**config.mk**
```make
export PLATFORM = sky130hd
export DESIGN_NAME = nfc_queue
export DESIGN_NICKNAME = d
export VERILOG_FILES = /design/src/sv/nfc_pkg.sv /design/src/sv/nfc_queue.sv
export SDC_FILE = /design/constraint.sdc
export NUM_CORES = 1
export LEC_CHECK = 0
export ABC_AREA = 1
export BUFFER_PORTS_ARGS = -buffer_cell sky130_fd_sc_hd__buf_2
export CAP_MARGIN = 10
export CORE_MARGIN = 3
export CORE_UTILIZATION = 50
export DETAILED_ROUTE_END_ITERATION = 8
export MAX_ROUTING_LAYER = met4
export PLACE_DENSITY_LB_ADDON = 0.1
export SYNTH_ARGS = -nofsm -noshare
export SYNTH_HDL_FRONTEND = slang
export SYNTH_SLANG_ARGS = --single-unit
```
**constraint.sdc**
```tcl
create_clock -name clk -period 11.65 [get_ports clk]
set_clock_uncertainty 0.1 [all_clocks]
set_input_delay 0.5825 -clock clk [delete_from_list [all_inputs] [get_ports clk]]
set_output_delay 0.5825 -clock clk [all_outputs]
set_load 0.01 [all_outputs]
```
**src/sv/nfc_pkg.sv**
```systemverilog
// Shared types and constants for the NOR flash command block.
// Used by the front classifier, the job queue and the back engine.
`timescale 1ns / 1ps
`default_nettype none
package nfc_pkg;

	// Actions the back engine carries out for one transaction.
	localparam logic [1:0] ACT_NONE    = 2'd0;
	localparam logic [1:0] ACT_READ    = 2'd1;
	localparam logic [1:0] ACT_PROGRAM = 2'd2;
	localparam logic [1:0] ACT_ERASE   = 2'd3;

	// Configuration register indexes.
	localparam logic [1:0] CFG_GEOMETRY  = 2'd0;
	localparam logic [1:0] CFG_SIZE      = 2'd1;
	localparam logic [1:0] CFG_WE_USE    = 2'd2;
	localparam logic [1:0] CFG_ADDR_REV  = 2'd3;

	// Command sequence states.
	localparam logic [2:0] ST_IDLE          = 3'd0;
	localparam logic [2:0] ST_UNLOCK        = 3'd1;
	localparam logic [2:0] ST_COMMAND       = 3'd2;
	localparam logic [2:0] ST_PROGRAM       = 3'd3;
	localparam logic [2:0] ST_ERASE_UNLOCK1 = 3'd4;
	localparam logic [2:0] ST_ERASE_UNLOCK2 = 3'd5;
	localparam logic [2:0] ST_ERASE_COMMAND = 3'd6;

	// Sector geometries.
	localparam logic [1:0] GEO_UNIFORM   = 2'd0;
	localparam logic [1:0] GEO_TOP_2MBIT = 2'd1;
	localparam logic [1:0] GEO_TOP_4MBIT = 2'd2;

	localparam logic [11:0] CA_FIRST      = 12'h555;
	localparam logic [11:0] CA_SECOND     = 12'h2aa;
	localparam logic [11:0] CA_FIRST_REV  = 12'haaa;
	localparam logic [11:0] CA_SECOND_REV = 12'h554;

	localparam logic [7:0] CODE_UNLOCK1 = 8'haa;
	localparam logic [7:0] CODE_UNLOCK2 = 8'h55;
	localparam logic [7:0] CODE_PROGRAM = 8'ha0;
	localparam logic [7:0] CODE_ERASE   = 8'h80;
	localparam logic [7:0] CODE_CHIP    = 8'h10;
	localparam logic [7:0] CODE_SECTOR  = 8'h30;
	localparam logic [7:0] ERASED_BYTE  = 8'hff;

	// One classified transaction handed from the front to the back.
	typedef struct packed {
		logic [1:0]  action;
		logic [18:0] addr;
		logic [15:0] data;
		logic [19:0] lo;
		logic [19:0] hi;
		logic [2:0]  state;
		logic        err;
	} job_t;

endpackage
`default_nettype wire

```
**src/sv/nfc_queue.sv**
```systemverilog
// Two-entry job queue between the front and the back engine.
// Depends on nfc_pkg for the job type.
`timescale 1ns / 1ps
`default_nettype none
module nfc_queue (
	input  wire logic     clk,
	input  wire logic     arst_n,
	input  wire logic     push,
	input  nfc_pkg::job_t push_job,
	input  wire logic     pop,
	output nfc_pkg::job_t head,
	output logic          not_empty,
	output logic          full
);

	nfc_pkg::job_t slot_q [2];
	logic          wr_q;
	logic          rd_q;
	logic [1:0]    count_q;

	assign head      = slot_q[rd_q];
	assign not_empty = (count_q != 2'd0);
	assign full      = (count_q == 2'd2);

	always_ff @(posedge clk) begin
		if (push) slot_q[wr_q] <= push_job;
	end

	always_ff @(posedge clk or negedge arst_n) begin
		if (!arst_n) begin
			wr_q    <= 1'b0;
			rd_q    <= 1'b0;
			count_q <= 2'd0;
		end else begin
			if (push) wr_q <= ~wr_q;
			if (pop) rd_q <= ~rd_q;
			count_q <= count_q + {1'b0, push} - {1'b0, pop};
		end
	end

endmodule
`default_nettype wire

```
* Word-level counts from Yosys, hierarchy flattened
Memories as Yosys holds them, arrays and structs flattened. Cells that the tools add are included.
Cells by class: $mul 0, shift operators 0, order comparisons 0, muxes and demuxes 2, reduce and logical (&&, ||, !) cells 1, bitwise logic cells 2, div/mod/pow operators 0, equality and inequality tests 1, $add $sub $neg 2
Operators with widths (count):
- 2-bit by 1-bit adder with 2-bit output | 1
- 2-bit == test (second input constant) | 1
- 1-bit two-way mux | 2
- 1-bit NOT | 2
- 2-bit nonzero test | 1
- 2-bit by 1-bit subtractor with 2-bit output | 1
Storage, ports and cells: bits in read-only memories 0, bits in latches 0, logic and storage cells 12, bits in writable memories 162, output and inout bits 83, register bits 4, memories kept 1, input port bits 85
Memory list:
- slot_q | depth 2, bits a word 81, rd ports 1, clocked after memory_dff 0, wr ports 1, line nfc_queue.sv:16 | nfc_pkg::job_t slot_q [2];

* Logic depth before layout (Yosys ltp)
word-level depth 2, gate-level depth with buffers 7, depth with buffers taken out 7

* Worst setup path after synthesis
Ideal clock, no wire load.
path kind input port to flip-flop, start point input push, end point memory slot_q[0][0] (netlist name) (enable), setup slack 7011 ps, library setup time 523 ps, stages 2, data arrival time 4016 ps, buffers on the path 0, data required time 11027 ps, cell sequence inv_1 -> nor2_1
On the way: word-level cells in the longest chain between the ends 2
Ends and longest elaborated chain:
- from (decl) | line nfc_queue.sv:8 | input wire logic push,
- 1-bit two-way mux | line nfc_queue.sv:26 | if (push) slot_q[wr_q] <= push_job;
- 1-bit two-way mux (implied by the code) | line nfc_queue.sv:26
- to (decl) | line nfc_queue.sv:16
Every way passes these cells.

==> flow_metrics.env <==
export IMPL_crit_fanout=98
export IMPL_postCtsSetupBuffers=0
export IMPL_power_frac_comb_pct=26.0
export IMPL_utilization_pct=63.9
export IMPL_die_height_um=118
export IMPL_cts_tree="done"
export IMPL_setup_viol=0
export IMPL_grt_overflow=0
export IMPL_yosysWarnings=0
export IMPL_cts_htree_levels=4
export IMPL_switching_share_pct=30.5
export IMPL_via_count=3717
export IMPL_multi_input_area_um2=798
export IMPL_met2_usage_pct=26.1
export IMPL_cp_startpoint="rd_q"
export IMPL_post_drt_wl_per_cell_um=14.0
export IMPL_clkSinkCount=166
export IMPL_met3_usage_pct=6.03
export IMPL_reg2reg_slack_ps=9250
export IMPL_start_util_pct=51.8
export IMPL_cts_root_buf="clkbuf_16"
export IMPL_required_ps=10970
export IMPL_synth_simple_area_share_pct=5.45
export IMPL_drc_errors=0
export IMPL_grt_pass1_vias=3578
export IMPL_arrival_ps=2510
export IMPL_finalCritPeriodShare_pct=27.4
export IMPL_seq_area_um2=4970
export IMPL_drive_gt1_share_pct=31.4
export IMPL_grt_busiest_layer="met2"
export IMPL_portBuffers=167
export IMPL_setup_tns_final_ps=0
export IMPL_power_density_nw_per_um2=245
export IMPL_drt_iter0_markers=275
export IMPL_status="finished clean"
export IMPL_io_pins=168
export IMPL_cts_buffers=17
export IMPL_period_needed_ps=3190
export IMPL_cap_violations=0
export IMPL_synth_top_family_by_area="buffers and inverters"
export IMPL_ys_ff_latch=166
export IMPL_hold_slack_ps=253
export IMPL_std_cell_rows=40
export IMPL_viasPerCell=4.64
export IMPL_p_switching_mw=0.581
export IMPL_muxShareOfSynthArea_pct=0
export IMPL_die_w_um=118
export IMPL_vdd_ir_drop_max_uv=124
export IMPL_ant_nets=0
export IMPL_worst_pin_slew_ps=992
export IMPL_rsz0062_at_grt="false"
export IMPL_hpwl_um=7320
export IMPL_synth_compound_area_share_pct=6.44
export IMPL_track_usage_pct=16.7
export IMPL_syn_to_final_growth_pct=23.5
export IMPL_dr_pass1_iters=4
export IMPL_cts_path_max_buffers=2
export IMPL_power_frac_clock_pct=29.3
export IMPL_end_kind="output port"
export IMPL_power_leakage_nw=3.35
export IMPL_grt_max_degree=99
export IMPL_hp_class="primary input to register"
export IMPL_clkTransAtPathRegs_ps=60
export IMPL_max_freq_ghz=0.313
export IMPL_die_area_um2=14000
export IMPL_p_seq_share_pct=44.7
export IMPL_start_kind="register"
export IMPL_wirelength_um=11200
export IMPL_syn_avg_cell_area_um2=14.1
export IMPL_maxSlewViolCount=0
export IMPL_insertion_delay_ps=410
export IMPL_synth_cell_area_um2=6290
export IMPL_nNetsFinal=707
export IMPL_gr_usage_met1_pct=19.4
export IMPL_synthXorXnorAreaFrac_pct=0.278
export IMPL_yosysSeqAreaShare_pct=78.9
export IMPL_reg2reg_from="wr_q"
export IMPL_p_int_mw=1.32
export IMPL_worstSetupPathType="register to output port"
export IMPL_synthAdderAreaFrac_pct=0.398
export IMPL_core_area_um2=12200
export IMPL_grt_pass1_wl_um=17300
export IMPL_rr_endpoint="slot_q[0][54]"
export IMPL_fillCellCount=949
export IMPL_synth_distinct_cells=15
export IMPL_crit_path_end="head[45]"
export IMPL_relSlewSlack_pct=33.7
export IMPL_reg2reg_depth=2
export IMPL_antenna_found_initial=0
export IMPL_insertedDiodeCount=0
export IMPL_place_gp_congestion=0.718
export IMPL_synthCells=448
export IMPL_synth_nets=535
export IMPL_hold_viol=0
## state kept, by name (all words and copies together) (netlist names)
register	cells
wr_q	1
count_q	2
rd_q	1
slot_q	162
## layout make-up
class	instances	share of cell area (%)
Tap cell	168	2.70
Clock inverter	12	2.04
Timing Repair Buffer	171	11.2
Sequential cell	166	63.9
Multi-Input combinational cell	176	10.3
Clock buffer	20	5.62
Inverter	88	4.27
## cells in the final DEF (no fill, tap or decap)
cell type,n
buf_2,167
buf_4,3
bufinv_16,4
clkbuf_1,3
clkbuf_16,17
clkinv_1,3
clkinv_2,5
clkinvlp_4,1
dfrtp_1,3
dfrtp_4,1
dlygate4sd3_1,1
edfxtp_1,162
ha_1,2
inv_1,87
nand2_1,88
nand3_1,1
nor2_1,1
nor2_4,1
o21ai_0,62
o21ai_1,19
xor2_1,2
## layer usage
layer / routed length [um] / vias to the layer above
li1: - / 1850
met1: 4550 / 1712
met2: 5590 / 132
met3: 799 / 23
met4: 290 / 0
met5: 0 / -
## repair_timing
item                                   CTS  global route
endpoints found under the hold margin    4             0
hold buffers                             1             0
gates resized for setup                  0             0
## critical path: stages (launching register included)
cell and delay (ps):
dfrtp_4 800, buf_4 780, o21ai_0 270, buf_2 200
## Yosys cell counts
| cell | count | area [um^2] |
|---|---|---|
| clkbuf_1 | 6 | 22.5 |
| nor2_1 | 2 | 7.51 |
| ha_1 | 2 | 25.0 |
| inv_1 | 88 | 330 |
| o21ai_0 | 62 | 310 |
| nand2_1 | 88 | 330 |
| clkbuf_2 | 1 | 5.00 |
| buf_6 | 1 | 11.3 |
| xor2_1 | 2 | 17.5 |
| buf_12 | 8 | 160 |
| edfxtp_1 | 162 | 4860 |
| buf_2 | 2 | 10.0 |
| dfrtp_1 | 4 | 100 |
| nand3_1 | 1 | 5.00 |
| o21ai_1 | 19 | 95.1 |
## logic make-up (layout without fill, tap and decap cells)
group           Yosys count  after routing
simple gates             91             91
fa+ha+maj                 2              2
flops                   166            166
xor+xnor                  2              2
buf+inv                 106            291
compound gates           81             81
## stage by stage
| stage | instance area, um^2 | instances | power, mW | setup slack (ps) |
|---|---|---|---|---|
| 5_1_grt | 7770 | 801 | 2.01 | 8180 |
| 4_1_cts | 7770 | 801 | 1.93 | 8410 |
| 2_1_floorplan | 6290 | 448 | 1.21 | 7010 |
| 3_3_place_gp | 7170 | 768 | 1.36 | 8880 |
| 3_5_place_dp | 7170 | 768 | 1.37 | 8870 |
| 6_report | 7770 | 801 | 1.90 | 8460 |
## power groups by stage
stage / registers (mW) / logic, mW / clock network (mW)
detailed placement: 0.864 / 0.507 / 0
global route: 0.865 / 0.556 / 0.593
global placement: 0.859 / 0.498 / 0
floorplan: 0.837 / 0.371 / 0
CTS: 0.852 / 0.510 / 0.571
finish: 0.850 / 0.495 / 0.558
## worst min-delay path by stage
stage                     cells past startpoint       endpoint         start  slack, ps
after floorplan                               0     count_q[0]        arst_n        190
after global placement                        1           wr_q        arst_n        290
after detailed placement                      1     count_q[0]        arst_n        300
after CTS                                     1  slot_q[1][67]  push_job[67]        230
after global routing                          1  slot_q[1][18]  push_job[18]        240
final                                         1  slot_q[0][67]  push_job[67]        250
Note: power is estimated with default switching activity, not from simulation.
