$ cat config.mk
export PLATFORM = sky130hd
export DESIGN_NAME = nfc_front
export DESIGN_NICKNAME = d
export VERILOG_FILES = /design/src/sv/nfc_pkg.sv /design/src/sv/nfc_front.sv
export SDC_FILE = /design/constraint.sdc
export NUM_CORES = 1
export LEC_CHECK = 0
export ABC_AREA = 1
export BUFFER_PORTS_ARGS = -buffer_cell sky130_fd_sc_hd__buf_2
export CORE_MARGIN = 2
export CORE_UTILIZATION = 30
export DETAILED_ROUTE_END_ITERATION = 7
export SETUP_SLACK_MARGIN = 0.4
export SLEW_MARGIN = 20
export SYNTH_ARGS = -nofsm -noshare
export SYNTH_HDL_FRONTEND = slang
export SYNTH_SLANG_ARGS = --single-unit
$ cat constraint.sdc
create_clock -name clk -period 8.6 [get_ports clk]
set_input_delay 0.86 -clock clk [delete_from_list [all_inputs] [get_ports clk]]
set_output_delay 0.86 -clock clk [all_outputs]
set_load 0.1 [all_outputs]
$ cat src/sv/nfc_pkg.sv
// Shared types and constants for the NOR flash command block.
// Used by the front classifier, the job queue and the back engine.
`timescale 1ns / 1ps
`default_nettype none
package nfc_pkg;

	// Actions the back engine carries out for one transaction.
	localparam logic [1:0] ACT_NONE    = 2'd0;
	localparam logic [1:0] ACT_READ    = 2'd1;
	localparam logic [1:0] ACT_PROGRAM = 2'd2;
	localparam logic [1:0] ACT_ERASE   = 2'd3;

	// Configuration register indexes.
	localparam logic [1:0] CFG_GEOMETRY  = 2'd0;
	localparam logic [1:0] CFG_SIZE      = 2'd1;
	localparam logic [1:0] CFG_WE_USE    = 2'd2;
	localparam logic [1:0] CFG_ADDR_REV  = 2'd3;

	// Command sequence states.
	localparam logic [2:0] ST_IDLE          = 3'd0;
	localparam logic [2:0] ST_UNLOCK        = 3'd1;
	localparam logic [2:0] ST_COMMAND       = 3'd2;
	localparam logic [2:0] ST_PROGRAM       = 3'd3;
	localparam logic [2:0] ST_ERASE_UNLOCK1 = 3'd4;
	localparam logic [2:0] ST_ERASE_UNLOCK2 = 3'd5;
	localparam logic [2:0] ST_ERASE_COMMAND = 3'd6;

	// Sector geometries.
	localparam logic [1:0] GEO_UNIFORM   = 2'd0;
	localparam logic [1:0] GEO_TOP_2MBIT = 2'd1;
	localparam logic [1:0] GEO_TOP_4MBIT = 2'd2;

	localparam logic [11:0] CA_FIRST      = 12'h555;
	localparam logic [11:0] CA_SECOND     = 12'h2aa;
	localparam logic [11:0] CA_FIRST_REV  = 12'haaa;
	localparam logic [11:0] CA_SECOND_REV = 12'h554;

	localparam logic [7:0] CODE_UNLOCK1 = 8'haa;
	localparam logic [7:0] CODE_UNLOCK2 = 8'h55;
	localparam logic [7:0] CODE_PROGRAM = 8'ha0;
	localparam logic [7:0] CODE_ERASE   = 8'h80;
	localparam logic [7:0] CODE_CHIP    = 8'h10;
	localparam logic [7:0] CODE_SECTOR  = 8'h30;
	localparam logic [7:0] ERASED_BYTE  = 8'hff;

	// One classified transaction handed from the front to the back.
	typedef struct packed {
		logic [1:0]  action;
		logic [18:0] addr;
		logic [15:0] data;
		logic [19:0] lo;
		logic [19:0] hi;
		logic [2:0]  state;
		logic        err;
	} job_t;

endpackage
`default_nettype wire

$ cat src/sv/nfc_front.sv
// Front part: configuration registers, command sequence decoding and
// classification of each transaction into a job. Depends on nfc_pkg.
`timescale 1ns / 1ps
`default_nettype none
module nfc_front #(
	parameter int ADDRESS_BITS = 19
) (
	input  wire logic          clk,
	input  wire logic          arst_n,
	input  wire logic          cfg_valid,
	input  wire logic [1:0]    cfg_index,
	input  wire logic [19:0]   cfg_data,
	input  wire logic          push,
	input  wire logic          operation,
	input  wire logic [18:0]   address,
	input  wire logic [15:0]   write_data,
	input  wire logic          write_enable,
	output nfc_pkg::job_t      job
);

	localparam logic [19:0] DEPTH = 20'(2 ** ADDRESS_BITS);

	logic [1:0]  geometry_q;
	logic [19:0] size_q;
	logic        we_use_q;
	logic        addr_rev_q;
	logic [2:0]  seq_q;
	logic [2:0]  seq_next;
	logic [19:0] eff_size;
	logic [11:0] ca_first;
	logic [11:0] ca_second;
	logic        at_first;
	logic        at_second;
	logic [16:0] sec_size;
	logic [19:0] addr_ext;

	always_ff @(posedge clk or negedge arst_n) begin
		if (!arst_n) begin
			geometry_q <= nfc_pkg::GEO_TOP_4MBIT;
			size_q     <= 20'd524288;
			we_use_q   <= 1'b0;
			addr_rev_q <= 1'b0;
		end else if (cfg_valid) begin
			case (cfg_index)
				nfc_pkg::CFG_GEOMETRY: geometry_q <= cfg_data[1:0];
				nfc_pkg::CFG_SIZE:     size_q     <= cfg_data;
				nfc_pkg::CFG_WE_USE:   we_use_q   <= cfg_data[0];
				default:               addr_rev_q <= cfg_data[0];
			endcase
		end
	end

	assign eff_size  = (size_q > DEPTH) ? DEPTH : size_q;
	assign ca_first  = addr_rev_q ? nfc_pkg::CA_FIRST_REV : nfc_pkg::CA_FIRST;
	assign ca_second = addr_rev_q ? nfc_pkg::CA_SECOND_REV : nfc_pkg::CA_SECOND;
	assign at_first  = (address[11:0] == ca_first);
	assign at_second = (address[11:0] == ca_second);
	assign addr_ext  = {1'b0, address};

	// Size of the sector that starts at the address, zero when none does.
	always_comb begin
		sec_size = 17'd0;
		unique case (geometry_q)
			nfc_pkg::GEO_UNIFORM: begin
				if (address <= 19'h1c000 && address[13:0] == 14'd0) sec_size = 17'h4000;
			end
			nfc_pkg::GEO_TOP_2MBIT: begin
				if (address == 19'h00000 || address == 19'h10000 || address == 19'h20000)
					sec_size = 17'h10000;
				else if (address == 19'h30000) sec_size = 17'h8000;
				else if (address == 19'h38000 || address == 19'h3a000) sec_size = 17'h2000;
				else if (address == 19'h3c000) sec_size = 17'h4000;
			end
			nfc_pkg::GEO_TOP_4MBIT: begin
				if (address <= 19'h70000 && address[15:0] == 16'd0) sec_size = 17'h10000;
				else if (address == 19'h78000 || address == 19'h7a000) sec_size = 17'h2000;
				else if (address == 19'h7c000) sec_size = 17'h4000;
			end
			default: sec_size = 17'd0;
		endcase
	end

	always_comb begin
		seq_next   = seq_q;
		job        = '0;
		job.addr   = address;
		job.data   = write_data;
		job.action = nfc_pkg::ACT_NONE;
		if (!operation) begin
			job.action = nfc_pkg::ACT_READ;
		end else if (we_use_q && !write_enable) begin
			seq_next = nfc_pkg::ST_IDLE;
		end else begin
			unique case (seq_q)
				nfc_pkg::ST_IDLE: begin
					if (at_first && write_data[7:0] == nfc_pkg::CODE_UNLOCK1)
						seq_next = nfc_pkg::ST_UNLOCK;
				end
				nfc_pkg::ST_UNLOCK: begin
					seq_next = (at_second && write_data[7:0] == nfc_pkg::CODE_UNLOCK2) ?
						nfc_pkg::ST_COMMAND : nfc_pkg::ST_IDLE;
				end
				nfc_pkg::ST_COMMAND: begin
					if (at_first && write_data[7:0] == nfc_pkg::CODE_PROGRAM)
						seq_next = nfc_pkg::ST_PROGRAM;
					else if (at_first && write_data[7:0] == nfc_pkg::CODE_ERASE)
						seq_next = nfc_pkg::ST_ERASE_UNLOCK1;
					else
						seq_next = nfc_pkg::ST_IDLE;
				end
				nfc_pkg::ST_PROGRAM: begin
					if (addr_ext + 20'd2 <= eff_size) job.action = nfc_pkg::ACT_PROGRAM;
					seq_next = nfc_pkg::ST_IDLE;
				end
				nfc_pkg::ST_ERASE_UNLOCK1: begin
					seq_next = (at_first && write_data[7:0] == nfc_pkg::CODE_UNLOCK1) ?
						nfc_pkg::ST_ERASE_UNLOCK2 : nfc_pkg::ST_IDLE;
				end
				nfc_pkg::ST_ERASE_UNLOCK2: begin
					seq_next = (at_second && write_data[7:0] == nfc_pkg::CODE_UNLOCK2) ?
						nfc_pkg::ST_ERASE_COMMAND : nfc_pkg::ST_IDLE;
				end
				nfc_pkg::ST_ERASE_COMMAND: begin
					if (at_first && write_data[7:0] == nfc_pkg::CODE_CHIP) begin
						job.action = nfc_pkg::ACT_ERASE;
						job.lo     = 20'd0;
						job.hi     = eff_size;
					end else if (write_data[7:0] == nfc_pkg::CODE_SECTOR) begin
						if (sec_size != 17'd0 && addr_ext + {3'b0, sec_size} <= eff_size) begin
							job.action = nfc_pkg::ACT_ERASE;
							job.lo     = addr_ext;
							job.hi     = addr_ext + {3'b0, sec_size};
						end else begin
							job.err = 1'b1;
						end
					end
					seq_next = nfc_pkg::ST_IDLE;
				end
				default: seq_next = nfc_pkg::ST_IDLE;
			endcase
		end
		job.state = seq_next;
	end

	always_ff @(posedge clk or negedge arst_n) begin
		if (!arst_n) begin
			seq_q <= nfc_pkg::ST_IDLE;
		end else if (push) begin
			seq_q <= seq_next;
		end
	end

endmodule
`default_nettype wire

After elaboration in Yosys (flattened, before gate mapping) --
Cells that the tools add are included.
Word-level totals: register bits 27, memory bits (read-only) 0, output and inout port bits 81, input port bits 63, memory bits (writable) 0, memories 0, word-level logic and storage cells 106, latch bits 0
Cells by class: muxes and demuxes 40, div/mod/pow operators 0, multiply operators 0, equality and inequality tests 27, $lt $le $gt $ge 5, reductions and logical operators 26, shift-type cells 0, bitwise gates (word level) 1, add/sub/neg operators 2
Operators with widths (number):
- 39-bit 2-to-1 mux | 6
- 19-bit by 18-bit equality test with 1-bit output, second input constant | 5
- 15-bit 2-to-1 mux | 5
- 19-bit equality test, second input constant | 3
- 17-bit one-hot mux with 3 select lines | 1
- 20-bit less-or-equal comparator | 2
- 17-bit 2-to-1 mux | 2
- 8-bit equality test, second input constant | 3
- 3-bit 2-to-1 mux | 7
- 19-bit by 17-bit adder with 20-bit output | 1
- 19-bit by 2-bit adder with 20-bit output, second input constant | 1
- 20-bit > comparator, second input constant | 1
- 20-bit 2-to-1 mux | 1
- 19-bit by 17-bit equality test with 1-bit output, second input constant | 1
- 19-bit by 17-bit less-or-equal comparator with 1-bit output, second input constant | 1
- 19-bit less-or-equal comparator, second input constant | 1
- 19-bit logical NOT | 1
- 17-bit nonzero test | 1
- 16-bit logical NOT | 1
- 16-bit 2-to-1 mux | 1
- 3-bit one-hot mux with 5 select lines | 1
- 14-bit logical NOT | 1
- 2-bit 2-to-1 mux | 7
- 12-bit by 11-bit equality test with 1-bit output | 1
- 21 further kinds | 46

Longest topological paths before layout --
word-level depth 15, gate-level depth with buffers 30, depth with buffers taken out 30

Worst setup path before layout --
OpenSTA, ideal clock, no wires.
path kind in2out, start input address[1], end output job[0] (netlist name), path slack 2288 ps, data required time 7740 ps, stages on the path 25, buffers on the path 0, arrival time 5452 ps, cell sequence inv_1 -> ha_1 -> nand2_1 -> nor2_1 -> nand2_1 -> nand2_1 -> nand2_1 -> nand2_1 -> nand2_1 -> nand2_1 -> inv_1 -> ha_1 -> inv_1 -> fa_1 -> o211a_1 -> xor2_1 -> ha_1 -> nand4_1 -> nor2_1 -> nand2_1 -> nand3_1 -> nand2_1 -> nand2_1 -> inv_2 -> nor3_1
RTL lines:
- from (decl) | RTL line nfc_front.sv:15 | input wire logic [18:0] address,
- to (decl) | RTL line nfc_front.sv:18 | output nfc_pkg::job_t job

==> results.tsv <==
stage	metric	value	unit
route	WL final	12200	um
synthesis	Post-synth ARST share	100	%
sta	final setup fails	0	
hold_path	HP Start	size_q[0]	
layout	area grow syn2layout	12.0	%
synthesis	Mapped Avg Cell Area	6.59	um2
placement	routability congestion estimate	0.878	
synthesis	Yosys cell types	48	
placement	Post-DP Area	0.00460	mm2
synthesis	main flop type after synthesis	dfrtp_1	
layout	layout cells sized above 1	23.9	%
layout	final non-filler cell total	887	
setup_path	FF-to-FF End	seq_q[1]	
synthesis	synthesized area	0.00418	mm2
cts	Hold-fix buffers, CTS	0	
global_routing	largest net degree at the start of global routing	30	
cts	htree depth	1	
setup_path	WP data required	7740	ps
cts	clock-pin slew on the worst setup and hold paths	70	ps
placement	pre-CTS WS	3020	ps
sta	crit share post-route	64.9	%
placement	DP Wirelength	10500	um
hold_path	Hold/Removal Path Class	reg2reg	
sta	fmax	179	MHz
setup_path	critical path peak fanout	9	
power_and_ir_drop	overall power	566	uW
global_routing	met3 Use GR	1.83	%
floorplan	Die W	122	um
route	Initial DRC Count	298	
setup_path	Worst setup EP type	output pin	
setup_path	Worst R2R Path Depth	12	
global_routing	number of global-route vias before repair	4074	
global_routing	overflow left after global routing	0	
global_routing	gr usage total	16.7	%
cts	TritonCTS Buffers	3	
cts	CTS Sinks	27	
sta	Max transition margin	57.1	%
floorplan	row count	43	
sta	Least-Margin Pin Slew	643	ps
floorplan	Die Area	0.0149	mm2
cts	CTS tree	yes	
sta	clk_skew	0.812	ps
synthesis	Yosys warnings	0	
cts	Resize count post-CTS	0	
placement	I/O Buffers	113	
synthesis	synthesized flop and latch total	27	
sta	setup total negative slack	0	ps
sta	Tmin final	5580	ps
floorplan	die height	122	um
setup_path	setup slack, reg-to-reg	6440	ps
sta	smallest setup slack after layout	3020	ps
route	DR pass1 iterations	5	
hold_path	hold depth	2	
cts	Max clock buf depth	2	
synthesis	Syn Inst Count	634	
cts	Root Buffer	clkbuf_16	
power_and_ir_drop	VDD IR-drop max	0.0839	mV
outcome	status	completed	
synthesis	Post-synth EDFFs	0	
global_routing	Global Route met2 Usage	27.4	%
floorplan	Initial Util	30.5	%
power_and_ir_drop	P_leak	0.00245	uW
global_routing	first-pass GRT wire length	19900	um
global_routing	GR Util met1	23.7	%
route	via/cell ratio	4.74	
placement	Cell Count Post-Placement	883	
power_and_ir_drop	pwr dens	121	mW/mm2
cts	Setup Fix Bufs, Post-CTS	0	
layout	# nets final	817	
global_routing	gr busiest metal	met2	
setup_path	reg2reg start	addr_rev_q	
setup_path	startpoint types	primary input	
route	Routed wire per std cell	13.8	um
route	Residual DRC	0	
setup_path	CP Data Arrival Time	4720	ps
layout	fin area	0.00468	mm2
layout	ant diodes	0	
global_routing	initial antenna violation count	0	
cts	clock latency on the worst-skew pair	260	ps
flow_run	MaxCap Viol Count	0	
floorplan	IO Pins	144	
hold_path	Worst Hold Path EP	size_q[0]	
sta	Hold Vio Cnt, Final	0	
route	via count	4204	
floorplan	total core area	0.0137	mm2
setup_path	kind of critical path	in2out	
sta	max-slew violations	0	
route	Final ANT Viol Nets	0	
synthesis	Seq/Total Area, Yosys	16.2	%
sta	unrepaired setup endpoints after global routing	false	
## cell type report
class | count | area [um2]
inverter | 82 | 310
clock buffer | 3 | 75.1
multi-input combinational | 480 | 2810
clock inverter | 1 | 8.76
fill | 1542 | 9040
sequential | 27 | 678
tap | 180 | 225
timing repair buffer | 114 | 573
## kinds of logic after synthesis
logic type / synth area share [%]
AND/OR/NAND/NOR: 35.2
adder cells (fa/ha/maj): 14.0
other: 0.0898
flip-flops: 16.2
XOR/XNOR: 3.35
multiplexers: 2.96
AO/OA/AOI/OAI: 10.5
buffers and inverters: 17.7
## state kept, by name, indices dropped and copies added, names as in the netlist
register and flops:
addr_rev_q 1, geometry_q 2, seq_q 3, size_q 20
we_use_q 1
## cell usage in the layout, fill, tap and decap left out, types with 2 or more instances in the layout
cell type,Yosys,routed
a21oi_1,35,35
a22oi_1,2,2
buf_2,1,113
clkbuf_16,0,3
conb_1,1,14
dfrtp_1,25,25
dfstp_2,2,2
ha_1,45,45
inv_1,78,78
inv_2,3,3
mux2_2,11,11
nand2_1,142,142
nand2_2,4,4
nand3_1,28,28
nand3b_1,2,2
nand4_1,19,19
nor2_1,67,67
nor2_2,15,15
nor2_4,3,3
nor3_1,16,16
nor3_2,2,2
nor3_4,2,2
nor3b_1,2,2
nor4_1,6,6
o21ai_0,26,26
o21ai_1,3,3
o21ai_2,3,3
o21bai_1,2,2
xnor2_1,3,3
xor2_1,13,13
## report_power, final
group | total (uW) | leakage [uW] | internal, uW | switching (uW)
Clock | 114 | 0.0000415 | 64.5 | 49.2
Sequential | 165 | 0.000320 | 148 | 17.2
Combinational | 288 | 0.00208 | 80.1 | 208
Total | 566 | 0.00245 | 292 | 274
## worst max-delay path: stages
cell and delay (ps):
buf_2 150, inv_1 130, ha_1 220, nand2_1 60, nor2_1 40, nand2_1 90, nand2_1 70, nand2_1 60
nand2_1 50, nand2_1 60, nand2_1 60, inv_1 60, ha_1 160, inv_1 50, fa_1 390, o211a_1 260
xor2_1 160, ha_1 350, a21oi_1 130, o21ai_0 90, nor2_1 110, nand3_1 80, nand2_1 80, nand2_1 70
inv_2 80, nand2_2 150, a21oi_1 200, buf_2 450
## per-stage QoR
stage          util (%)  hold slack, ps
2_1_floorplan         -             453
5_1_grt            34.1             554
6_report           34.1             498
4_1_cts            34.1             492
3_5_place_dp       33.5             475
3_3_place_gp       33.5             472
## layer usage
metal / routed length, um / vias to the layer above
li1: - / 2171
met1: 6030 / 1885
met2: 5260 / 131
met3: 714 / 17
met4: 201 / 0
met5: 0 / -
## worst max path at each step
stage | start | endpoint | slack, ps | depth (start not counted)
after floorplan | address[1] | job[0] | 2290 | 25
after global placement | address[1] | job[20] | 3150 | 28
after CTS | address[1] | job[18] | 3020 | 28
after global routing | address[1] | job[18] | 2580 | 28
final | address[1] | job[18] | 3020 | 28
after detailed placement | address[1] | job[18] | 3020 | 28
## cell usage after synthesis (all sizes together), types with 4 or more instances
cell	number	area [um2]
a21oi	35	175
nor3	20	133
inv	82	310
nor4	6	37.5
buf	54	414
dfrtp	25	626
o21ai	32	171
nand2	147	569
mux2	11	124
clkbuf	4	15.0
ha	45	563
nor2	85	379
nand3	30	168
xor2	13	114
nand4	19	119
Note: power is estimated with default switching activity, not from simulation.
